===== src/rtl/core/ttyld_pkg.sv =====
package ttyld_pkg;

    localparam int LINE_MAX = 256;
    localparam int ADDR_W = $clog2(LINE_MAX);
    localparam int LEN_W = ADDR_W + 1;

    // Result slots: at most three results per request, plus one spare so that
    // the two-bit slot index addresses the whole array.
    localparam int SLOT_N = 4;

    localparam logic [1:0] ACT_KEY = 2'd0;
    localparam logic [1:0] ACT_READ = 2'd1;
    localparam logic [1:0] ACT_FLUSH = 2'd2;

    localparam logic [2:0] KIND_ECHO = 3'd0;
    localparam logic [2:0] KIND_RAW = 3'd1;
    localparam logic [2:0] KIND_SIGNAL = 3'd2;
    localparam logic [2:0] KIND_LINE = 3'd3;
    localparam logic [2:0] KIND_DATA = 3'd4;
    localparam logic [2:0] KIND_EOF = 3'd5;
    localparam logic [2:0] KIND_EMPTY = 3'd6;

    localparam logic SIG_INTR = 1'b0;
    localparam logic SIG_QUIT = 1'b1;

    localparam logic [2:0] REG_MODE = 3'd0;
    localparam logic [2:0] REG_INTR = 3'd1;
    localparam logic [2:0] REG_QUIT = 3'd2;
    localparam logic [2:0] REG_ERASE = 3'd3;
    localparam logic [2:0] REG_EOF = 3'd4;

    localparam int MF_SIG = 0;
    localparam int MF_CANON = 1;
    localparam int MF_ECHO = 2;
    localparam int MF_ECHOE = 3;
    localparam int MF_ECHONL = 4;
    localparam int MF_CRMAP = 5;

    localparam logic [5:0] MODE_RESET = 6'd47;

    localparam logic [7:0] CH_NUL = 8'd0;
    localparam logic [7:0] CH_EOT = 8'd4;
    localparam logic [7:0] CH_BS = 8'd8;
    localparam logic [7:0] CH_TAB = 8'd9;
    localparam logic [7:0] CH_NL = 8'd10;
    localparam logic [7:0] CH_CR = 8'd13;
    localparam logic [7:0] CH_SPACE = 8'd32;
    localparam logic [7:0] CH_DEL = 8'd127;
    localparam logic [7:0] DEF_INTR = 8'd3;
    localparam logic [7:0] DEF_QUIT = 8'd28;
    localparam logic [7:0] DEF_ERASE = 8'd127;
    localparam logic [7:0] DEF_EOF = 8'd4;

    typedef enum logic [1:0] {
        ST_IDLE,
        ST_EXEC,
        ST_EMIT
    } state_t;

    typedef struct packed {
        logic [2:0] kind;
        logic [7:0] data;
        logic       sig;
    } res_t;

    typedef struct packed {
        logic [5:0] mode;
        logic [7:0] intr;
        logic [7:0] quit;
        logic [7:0] erase;
        logic [7:0] eof_ch;
    } cfg_t;

    typedef struct packed {
        logic              line_we;
        logic [ADDR_W-1:0] line_addr;
        logic [7:0]        wdata;
        logic              queue_re;
        logic [ADDR_W-1:0] queue_addr;
        logic              q_sel;
    } mem_req_t;

    function automatic res_t make_res(logic [2:0] kind, logic [7:0] data, logic sig);
        res_t r;
        r.kind = kind;
        r.data = data;
        r.sig = sig;
        return r;
    endfunction

endpackage


===== src/rtl/core/ttyld_bank_ram.sv =====
module ttyld_bank_ram
    import ttyld_pkg::*;
(
    input  logic              clk,
    input  logic              we,
    input  logic              re,
    input  logic [ADDR_W-1:0] addr,
    input  logic [7:0]        wdata,
    output logic [7:0]        rdata
);

    logic [7:0] mem [LINE_MAX];
    logic [7:0] rdata_reg;

    always_ff @(posedge clk)
    begin
        if (we)
        begin
            mem[addr] <= wdata;
        end
        else if (re)
        begin
            rdata_reg <= mem[addr];
        end
    end

    assign rdata = rdata_reg;

endmodule


===== src/rtl/core/ttyld_ctrl.sv =====
module ttyld_ctrl
    import ttyld_pkg::*;
(
    input  logic       clk,
    input  logic       rst_n,
    input  logic       start,
    output logic       busy,
    input  logic [1:0] action,
    input  logic [7:0] key_byte,
    input  cfg_t       cfg,
    output mem_req_t   mem,
    input  logic [7:0] queue_rdata,
    output logic       strobe,
    output logic [2:0] kind,
    output logic [7:0] data_byte,
    output logic       signal_code,
    output logic       last
);

    state_t           state_reg, state_next;
    logic [1:0]       act_reg, act_next;
    logic [7:0]       key_reg, key_next;
    logic [LEN_W-1:0] line_len_reg, line_len_next;
    logic [LEN_W-1:0] q_len_reg, q_len_next;
    logic [LEN_W-1:0] q_pos_reg, q_pos_next;
    logic             eof_reg, eof_next;
    logic             q_sel_reg, q_sel_next;
    res_t             slots_reg [SLOT_N];
    res_t             slots_next [SLOT_N];
    logic [1:0]       n_reg, n_next;
    logic [1:0]       idx_reg, idx_next;
    logic             from_mem_reg, from_mem_next;

    logic [7:0]       c;
    logic [7:0]       c_sig;
    logic [7:0]       vi;
    logic [7:0]       vq;
    logic [7:0]       er;
    logic             canon;
    logic             echo;
    logic [LEN_W-1:0] pos_inc;
    res_t             cur;

    always_ff @(posedge clk or negedge rst_n)
    begin
        if (!rst_n)
        begin
            state_reg <= ST_IDLE;
            line_len_reg <= '0;
            q_len_reg <= '0;
            q_pos_reg <= '0;
            eof_reg <= 1'b0;
            q_sel_reg <= 1'b0;
            n_reg <= '0;
            idx_reg <= '0;
            from_mem_reg <= 1'b0;
        end
        else
        begin
            state_reg <= state_next;
            line_len_reg <= line_len_next;
            q_len_reg <= q_len_next;
            q_pos_reg <= q_pos_next;
            eof_reg <= eof_next;
            q_sel_reg <= q_sel_next;
            n_reg <= n_next;
            idx_reg <= idx_next;
            from_mem_reg <= from_mem_next;
        end
    end

    always_ff @(posedge clk)
    begin
        act_reg <= act_next;
        key_reg <= key_next;
        slots_reg <= slots_next;
    end

    always_comb
    begin
        state_next = state_reg;
        act_next = act_reg;
        key_next = key_reg;
        line_len_next = line_len_reg;
        q_len_next = q_len_reg;
        q_pos_next = q_pos_reg;
        eof_next = eof_reg;
        q_sel_next = q_sel_reg;
        slots_next = slots_reg;
        n_next = n_reg;
        idx_next = idx_reg;
        from_mem_next = from_mem_reg;

        canon = cfg.mode[MF_CANON];
        echo = cfg.mode[MF_ECHO];
        vi = (cfg.intr != CH_NUL) ? cfg.intr : DEF_INTR;
        vq = (cfg.quit != CH_NUL) ? cfg.quit : DEF_QUIT;
        er = (cfg.erase != CH_NUL) ? cfg.erase : DEF_ERASE;
        pos_inc = q_pos_reg + LEN_W'(1);

        // The signal check sees a CR as NL only when CR mapping is on; the
        // line editor afterwards treats every CR as NL in canonical mode.
        c_sig = key_reg;
        if (c_sig == CH_CR && canon && cfg.mode[MF_CRMAP])
        begin
            c_sig = CH_NL;
        end
        c = key_reg;
        if (c == CH_CR && canon)
        begin
            c = CH_NL;
        end

        mem.line_we = 1'b0;
        mem.line_addr = line_len_reg[ADDR_W-1:0];
        mem.wdata = c;
        mem.queue_re = 1'b0;
        mem.queue_addr = q_pos_reg[ADDR_W-1:0];
        mem.q_sel = q_sel_reg;

        unique case (state_reg)
            ST_IDLE:
            begin
                if (start)
                begin
                    act_next = action;
                    key_next = key_byte;
                    state_next = ST_EXEC;
                end
            end
            ST_EXEC:
            begin
                n_next = 2'd0;
                idx_next = 2'd0;
                from_mem_next = 1'b0;
                for (int i = 0; i < SLOT_N; i++)
                begin
                    slots_next[i] = '0;
                end
                case (act_reg)
                    ACT_KEY:
                    begin
                        if (c == CH_NUL)
                        begin
                            n_next = 2'd0;
                        end
                        else if (cfg.mode[MF_SIG] && c_sig == vi)
                        begin
                            line_len_next = '0;
                            slots_next[0] = make_res(KIND_SIGNAL, 8'd0, SIG_INTR);
                            n_next = 2'd1;
                        end
                        else if (cfg.mode[MF_SIG] && c_sig == vq)
                        begin
                            line_len_next = '0;
                            slots_next[0] = make_res(KIND_SIGNAL, 8'd0, SIG_QUIT);
                            n_next = 2'd1;
                        end
                        else if (canon)
                        begin
                            if (c == CH_BS || c == CH_DEL || c == er)
                            begin
                                if (line_len_reg != '0)
                                begin
                                    line_len_next = line_len_reg - LEN_W'(1);
                                    if (echo && cfg.mode[MF_ECHOE])
                                    begin
                                        slots_next[0] = make_res(KIND_ECHO, CH_BS, 1'b0);
                                        slots_next[1] = make_res(KIND_ECHO, CH_SPACE, 1'b0);
                                        slots_next[2] = make_res(KIND_ECHO, CH_BS, 1'b0);
                                        n_next = 2'd3;
                                    end
                                end
                            end
                            else if (c == CH_NL)
                            begin
                                // Store the NL behind the line, then the line bank
                                // becomes the queue bank.
                                mem.line_we = 1'b1;
                                q_len_next = line_len_reg + LEN_W'(1);
                                q_pos_next = '0;
                                line_len_next = '0;
                                q_sel_next = ~q_sel_reg;
                                if (echo || cfg.mode[MF_ECHONL])
                                begin
                                    slots_next[0] = make_res(KIND_ECHO, CH_NL, 1'b0);
                                    slots_next[1] = make_res(KIND_LINE, 8'd0, 1'b0);
                                    n_next = 2'd2;
                                end
                                else
                                begin
                                    slots_next[0] = make_res(KIND_LINE, 8'd0, 1'b0);
                                    n_next = 2'd1;
                                end
                            end
                            else if (c == cfg.eof_ch || c == DEF_EOF)
                            begin
                                q_pos_next = '0;
                                if (line_len_reg == '0)
                                begin
                                    q_len_next = '0;
                                    eof_next = 1'b1;
                                end
                                else
                                begin
                                    q_len_next = line_len_reg;
                                    line_len_next = '0;
                                    q_sel_next = ~q_sel_reg;
                                end
                                slots_next[0] = make_res(KIND_LINE, 8'd0, 1'b0);
                                n_next = 2'd1;
                            end
                            else if (line_len_reg < LEN_W'(LINE_MAX - 1))
                            begin
                                mem.line_we = 1'b1;
                                line_len_next = line_len_reg + LEN_W'(1);
                                if (echo && (c == CH_TAB || c >= CH_SPACE))
                                begin
                                    slots_next[0] = make_res(KIND_ECHO, c, 1'b0);
                                    n_next = 2'd1;
                                end
                            end
                        end
                        else
                        begin
                            if (echo && c == CH_CR)
                            begin
                                slots_next[0] = make_res(KIND_ECHO,
                                    cfg.mode[MF_CRMAP] ? CH_NL : CH_CR, 1'b0);
                                slots_next[1] = make_res(KIND_RAW, c, 1'b0);
                                n_next = 2'd2;
                            end
                            else if (echo && (c == CH_TAB || c == CH_NL || c == CH_BS
                                              || c >= CH_SPACE))
                            begin
                                slots_next[0] = make_res(KIND_ECHO, c, 1'b0);
                                slots_next[1] = make_res(KIND_RAW, c, 1'b0);
                                n_next = 2'd2;
                            end
                            else
                            begin
                                slots_next[0] = make_res(KIND_RAW, c, 1'b0);
                                n_next = 2'd1;
                            end
                        end
                    end
                    ACT_READ:
                    begin
                        n_next = 2'd1;
                        if (eof_reg && q_pos_reg >= q_len_reg)
                        begin
                            eof_next = 1'b0;
                            q_len_next = '0;
                            q_pos_next = '0;
                            slots_next[0] = make_res(KIND_EOF, 8'd0, 1'b0);
                        end
                        else if (q_pos_reg < q_len_reg)
                        begin
                            // The queue bank returns the byte in the next cycle.
                            mem.queue_re = 1'b1;
                            from_mem_next = 1'b1;
                            slots_next[0] = make_res(KIND_DATA, 8'd0, 1'b0);
                            if (pos_inc >= q_len_reg)
                            begin
                                q_len_next = '0;
                                q_pos_next = '0;
                            end
                            else
                            begin
                                q_pos_next = pos_inc;
                            end
                        end
                        else
                        begin
                            q_len_next = '0;
                            q_pos_next = '0;
                            slots_next[0] = make_res(KIND_EMPTY, 8'd0, 1'b0);
                        end
                    end
                    ACT_FLUSH:
                    begin
                        line_len_next = '0;
                        q_len_next = '0;
                        q_pos_next = '0;
                        eof_next = 1'b0;
                    end
                    default:
                    begin
                    end
                endcase
                state_next = (n_next == 2'd0) ? ST_IDLE : ST_EMIT;
            end
            ST_EMIT:
            begin
                idx_next = idx_reg + 2'd1;
                if (idx_reg == n_reg - 2'd1)
                begin
                    state_next = ST_IDLE;
                end
            end
            default:
            begin
                state_next = ST_IDLE;
            end
        endcase
    end

    assign cur = slots_reg[idx_reg];
    assign busy = (state_reg != ST_IDLE);
    assign strobe = (state_reg == ST_EMIT);
    assign kind = cur.kind;
    assign data_byte = from_mem_reg ? queue_rdata : cur.data;
    assign signal_code = cur.sig;
    assign last = (idx_reg == n_reg - 2'd1);

endmodule


===== src/rtl/core/tty_canonical_line_discipline.sv =====
// Terminal input line discipline. A request is taken when start is high and
// busy is low; action selects a key byte, a read of one queued byte, or a
// flush. Each request passes through a decode state and then presents its
// results one per cycle on kind, data_byte and signal_code while strobe is
// high, with last marking the final one; the receiver cannot hold them off,
// so they must be captured on the cycle they appear. A request keeps busy
// high through decode and its results (zero to three), and no new request is
// taken until busy falls. The single-port line and queue banks take at most
// one access per request, and the result sequencer emits one result per
// cycle. The two banks swap roles when a line is committed, so no copy takes
// place. Configuration registers are written through wr_en, wr_index and
// wr_data; the user must do so only while busy is low, as the block itself
// does not enforce it.
module tty_canonical_line_discipline
    import ttyld_pkg::*;
(
    input  logic       clk,
    input  logic       rst_n,
    input  logic       start,
    output logic       busy,
    input  logic [1:0] action,
    input  logic [7:0] key_byte,
    input  logic       wr_en,
    input  logic [2:0] wr_index,
    input  logic [7:0] wr_data,
    output logic       strobe,
    output logic [2:0] kind,
    output logic [7:0] data_byte,
    output logic       signal_code,
    output logic       last
);

    cfg_t       cfg_reg;
    mem_req_t   mem;
    logic [7:0] rdata_a;
    logic [7:0] rdata_b;
    logic [7:0] queue_rdata;

    always_ff @(posedge clk or negedge rst_n)
    begin
        if (!rst_n)
        begin
            cfg_reg.mode <= MODE_RESET;
            cfg_reg.intr <= DEF_INTR;
            cfg_reg.quit <= DEF_QUIT;
            cfg_reg.erase <= DEF_ERASE;
            cfg_reg.eof_ch <= DEF_EOF;
        end
        else if (wr_en)
        begin
            unique case (wr_index)
                REG_MODE:  cfg_reg.mode <= wr_data[5:0];
                REG_INTR:  cfg_reg.intr <= wr_data;
                REG_QUIT:  cfg_reg.quit <= wr_data;
                REG_ERASE: cfg_reg.erase <= wr_data;
                REG_EOF:   cfg_reg.eof_ch <= wr_data;
                default:
                begin
                end
            endcase
        end
    end

    ttyld_ctrl u_ctrl (
        .clk         (clk),
        .rst_n       (rst_n),
        .start       (start),
        .busy        (busy),
        .action      (action),
        .key_byte    (key_byte),
        .cfg         (cfg_reg),
        .mem         (mem),
        .queue_rdata (queue_rdata),
        .strobe      (strobe),
        .kind        (kind),
        .data_byte   (data_byte),
        .signal_code (signal_code),
        .last        (last)
    );

    // Bank A holds the queue when q_sel is low, bank B when it is high.
    ttyld_bank_ram u_bank_a (
        .clk   (clk),
        .we    (mem.line_we & mem.q_sel),
        .re    (mem.queue_re & ~mem.q_sel),
        .addr  (mem.q_sel ? mem.line_addr : mem.queue_addr),
        .wdata (mem.wdata),
        .rdata (rdata_a)
    );

    ttyld_bank_ram u_bank_b (
        .clk   (clk),
        .we    (mem.line_we & ~mem.q_sel),
        .re    (mem.queue_re & mem.q_sel),
        .addr  (mem.q_sel ? mem.queue_addr : mem.line_addr),
        .wdata (mem.wdata),
        .rdata (rdata_b)
    );

    assign queue_rdata = mem.q_sel ? rdata_b : rdata_a;

endmodule


===== config.mk =====
export PLATFORM = sky130hd
export DESIGN_NAME = tty_canonical_line_discipline
export DESIGN_NICKNAME = d
export VERILOG_FILES = /design/src/rtl/core/ttyld_pkg.sv /design/src/rtl/core/ttyld_bank_ram.sv /design/src/rtl/core/ttyld_ctrl.sv /design/src/rtl/core/tty_canonical_line_discipline.sv
export SDC_FILE = /design/constraint.sdc
export NUM_CORES = 2
export LEC_CHECK = 0
export BUFFER_PORTS_ARGS = -buffer_cell sky130_fd_sc_hd__buf_2
export CAP_MARGIN = 15
export CORE_MARGIN = 4
export CORE_UTILIZATION = 50
export DETAILED_ROUTE_END_ITERATION = 7
export MAX_ROUTING_LAYER = met4
export PLACE_DENSITY = 0.73
export SYNTH_ARGS = -nofsm -noshare
export SYNTH_HDL_FRONTEND = slang
export SYNTH_SLANG_ARGS = --single-unit

===== constraint.sdc =====
create_clock -name clk -period 13.8 [get_ports clk]
set_clock_uncertainty 0.15 [all_clocks]
set_input_delay 2.07 -clock clk [delete_from_list [all_inputs] [get_ports clk]]
set_output_delay 2.07 -clock clk [all_outputs]
set_load 0.02 [all_outputs]

== Word-level counts from Yosys, hierarchy flattened ==
Memory sizes are Yosys's and may differ from the RTL's. A register that Yosys moved wholly into a read port is not among the register bits.
Cells that the tools add are included.
Widths: inputs -> output; s select.
Word-level totals
  flip-flop bits (word level): 120
  memory bits (writable): 4096
  input bits: 25
  output and inout bits: 15
  logic and storage cells: 262
  memories: 2
Memory list
  u_bank_a.mem: depth 256, bits a word 8, read ports 1, clocked after Yosys merged registers in 1, write ports 1, RTL line ttyld_bank_ram.sv:12  | logic [7:0] mem [LINE_MAX];
  u_bank_b.mem: depth 256, bits a word 8, read ports 1, clocked after Yosys merged registers in 1, write ports 1, RTL line ttyld_bank_ram.sv:12
Cells by class
  add/sub/neg operators: 5
  magnitude comparators: 6
  equality and inequality tests: 38
  mux-type cells: 123
  bitwise operators: 15
  reduce and logical (&&, ||, !) cells: 48
Operators with widths (number)
  $mux 9: 32
  $mux 24: 5
  $mux 12: 9
  $mux 36: 2
  $mux 8: 9
  $mux 11: 5
  $pmux 9 s3: 2
  $eq 8x4->1 const B: 5
  $eq 8x8->1: 4
  $mux 1: 32
  $mux 2: 16
  $mux 29: 1
  $bmux 12 s2: 1
  $pmux 12 s2: 1
  $reduce_bool 8->1: 3
  $mux 10: 2
  $add 9x1->9 const B: 2
  $ge 9x9->1: 2
  $pmux 9 s2: 1
  $reduce_and 2->1: 9
  $reduce_and 9->1: 2
  $ne 2x2->1 const B: 7
  $reduce_and 11->1: 1
  $ne 2x1->1 const B: 5
  41 further kinds: 77

== Depth between registers and ports, before layout ==
  depth in word-level cells: 20
  depth in mapped cells: 14
  mapped depth without buffers: 11

== Hierarchy ==
Synthesis repeated with hierarchy kept, for this count alone.
Second synthesis, totals
  cell total of the unflattened synthesis: 7837
  area total of the unflattened synthesis: 164679.2 µm²
Modules (own cells, without submodules)
  ttyld_bank_ram at u_bank_b: times used 1, cells an instance 3547, area each 78560.3 µm², sequential area each 61739.2 µm²
  ttyld_bank_ram at u_bank_a: times used 1, cells an instance 3547, area each 78555.3 µm², sequential area each 61739.2 µm²
  ttyld_ctrl: times used 1, cells an instance 628, area each 5741.8 µm², sequential area each 1891.8 µm²
  tty_canonical_line_discipline: times used 1, cells an instance 115, area each 1821.7 µm², sequential area each 973.4 µm²

== Worst setup path after synthesis ==
Ideal clock, no wire load.
  path kind: flip-flop to flip-flop
  start point: register u_ctrl.key_reg[4]
  end point: memory u_bank_a.mem[0][4] (data pin)
  arrival: 8401 ps
  required time: 11827 ps
  setup slack: 3426 ps
  stages on the path, launching flop included: 3
  cells stage by stage: edfxtp_1 -> clkbuf_1 -> clkbuf_1
RTL lines
  start: declaration: RTL line ttyld_ctrl.sv:22  | logic [7:0] key_reg, key_next;
  start signal: assignment: RTL line ttyld_ctrl.sv:75  | key_reg <= key_next;
  end: declaration: RTL line ttyld_bank_ram.sv:12

==> impl_results.md <==
- Outcome: completed
- Initial detailed-routing violation count: 14100
- Layout area overhead: 10.7%
- Pre-CTS WS: about 7000 ps
- HP Class: flip-flop to flip-flop
- Top-area cell type share of the netlist area: 74.7%
- Post-Syn Instances: 8752
- CTS tree: built
- FMAX: 0.145 GHz
- Final worst-path cycle share: 50.0%
- Int Pwr: 23.0 mW
- Die Span Y: 585 µm
- Post-route cell area: 185000 µm²
- Clk network pwr share: 33.7%
- Die Span X: 585 µm
- Core area: 331000 µm²
- Seq pwr share: 47.0%
- Cells after DPL: 12800
- Maximum VDD drop: 0.165 mV
- Main synth FF type: edfxtp_1
- P_leak: about 57 nW
- Hold_ws: 375 ps
- Kind of critical path: flip-flop to flip-flop
- Max capacitance violation total: 0
- Util after Layout: 55.7%
- Startpoint Class: flip-flop
- Gr usage total: between 20 and 25%
- Placed instance area: 172000 µm²
- Max Slew Vio Count: 0
- ANT nets after route: 0
- Most frequent cell after synthesis: edfxtp_1
- Endpoint class of the critical path: flip-flop
- Max Root-Sink Buffers: 4
- Share of layout cells above drive strength 1: between 20% and 30%
- Async S/R FF share, synth: under 10%
- Post-CTS Setup Bufs: 0
- Post-DR vias/cell: ~6.4
- Initial antenna violation count: 24
- Row cnt: 211
- Unrepaired setup endpoints after global routing: false
- PortBufs: 39
- Die area: 343000 µm²
- Layout Cells excl Fill: 13500
- Gr ovfl total: 0
- GPL Wtd Cong: slightly above 0.9
- Netlist cell types: 83
- Yosys reg bits: 4219
- Number of global-route vias before repair: 86400
- Crit-path max FO: 161
- Combinational share of power: roughly 19%
- Final wirelength: 414000 µm
- Root buffer cell: clkbuf_16
- Synth Area per Inst: roughly 19 µm²
- Dpl hpwl: 242000 µm
- Ys Warns: 0
- Sw Ratio: 27.0%
- Setup TNS after final layout: 0 ps
- Crit path arrival time: 7270 ps
- Register area share after synthesis: 75.8%
- Routed via count: 87100
- Synth area leaders: edfxtp_1 75%, mux4_2 14%, nand2_1 2.4%, nand3_1 1.4%, nor2_1 1.4%
- Slew HR: 11.1%
- Mapped cell area: 167000 µm²
- # IOs: 40
- Tightest Pin Transition: 1330 ps
- Final Net Count: 8876
- Final setup viols: 0
- Final total power: 31.5 mW
- CTS clk-pin slew, worst paths: 60 ps
- Largest net degree at the start of global routing: 209
- Top cells by count, synth: 4145 x edfxtp_1, 1080 x nand2_1, 1032 x mux4_2, 612 x nor2_1, 480 x nand3_1
- Total CTS buffers: 382
- CTS H-tree depth: 5
- # hold bufs at CTS: 0
- Initial Utilization: between 50% and 60%
- Clock Latency Late Sink: approximately 920 ps
- Number of synthesized flops with an enable pin: 4145
- Hold Vio Cnt, Final: 0
- Pwr per Cell Area: around 170 nW/µm²
- Drt drc: 0
- Resize count post-CTS: 0
- DR WL/cell: 30.6 µm
- Top cell type by total area after synthesis: edfxtp_1
- First-pass GRT wire length: 609000 µm
- Fill count: 23900
- Worst Path Required: between 10000 and 15000 ps
- First-pass detailed-route iteration total: 6
- Final worst path period need: 6900 ps
- Post-synth net total: 8805
- NetSw: 8.52 mW
- Fin worst setup slack: ~6900 ps
- Clk sinks: roughly 4200
## critical path, stage by stage (launching register included)
cell and delay, ps:
edfxtp_1 380, buf_12 550, and4_1 310, a21oi_1 220
inv_8 560, buf_4 870, or3_1 210, a211oi_1 60
o211ai_2 340, nand3_2 280, nor3_4 310, buf_4 520
nand3_1 770, nor2_1 890
## cell families after synthesis
logic type / share of synthesized area (%)
simple gates: 6.29
xor+xnor: 0.226
fa+ha+maj: 0.210
compound gates: 1.46
buf+inv: 1.42
mux: 14.6
flops: 75.8
## power groups by stage
stage | combinational [mW] | clock, mW | sequential (mW)
after CTS | 6.07 | 10.7 | 14.8
after floorplan | 4.14 | 0 | 15.4
after global routing | 6.48 | 11.3 | 14.8
after detailed placement | 6.05 | 0 | 15.1
after global placement | 5.94 | 0 | 15.1
final | 6.08 | 10.6 | 14.8
## layout make-up
cell class              count  area (µm²)  area share [%]
diodes                     23        57.6          0.0312
clock buffers             458       10000            5.42
clock inverters           236        2460            1.34
inverters                  38         165          0.0895
multi-input cells        3975       38200            20.7
flip-flops and latches   4219      126000            68.5
well taps                4366        5460            2.96
repair buffers            207        1760           0.956
## cells in the final DEF, fill, tap and decap left out, types with 67 or more instances in the layout
cell       instances
a31oi_1           82
and3_1            93
buf_4            138
clkbuf_1          67
clkbuf_16        388
clkinv_1          73
clkinv_2          72
edfxtp_1        4145
mux4_2          1032
nand2_1         1080
nand3_1          480
nor2_1           612
## routing by layer
metal / wire (µm) / vias to the layer above / part of all wire (%) / track usage [%]
met1: 155000 / 45200 / 38 / 34.4
li1: - / 35200 / - / -
met5: 0 / - / 0 / -
met3: 52700 / 840 / 13 / 6.76
met2: 192000 / 5907 / 46 / 36.3
met4: 13600 / 0 / 3.3 / 7.51
## worst paths after layout
path                       cells past startpoint              endpoint  slack, ps         startpoint
min reg2reg                                    2           cfg_reg[25]        370        cfg_reg[25]
max in group asynchronous                      2      u_ctrl.q_sel_reg      11390              rst_n
min in group asynchronous                      1           cfg_reg[27]        850              rst_n
max reg2reg                                   13  u_bank_b.mem[117][5]       6900  u_ctrl.key_reg[3]
max                                           13  u_bank_b.mem[117][5]       6900  u_ctrl.key_reg[3]
min                                            2           cfg_reg[25]        370        cfg_reg[25]
Note: power is estimated with default switching activity, not from simulation.
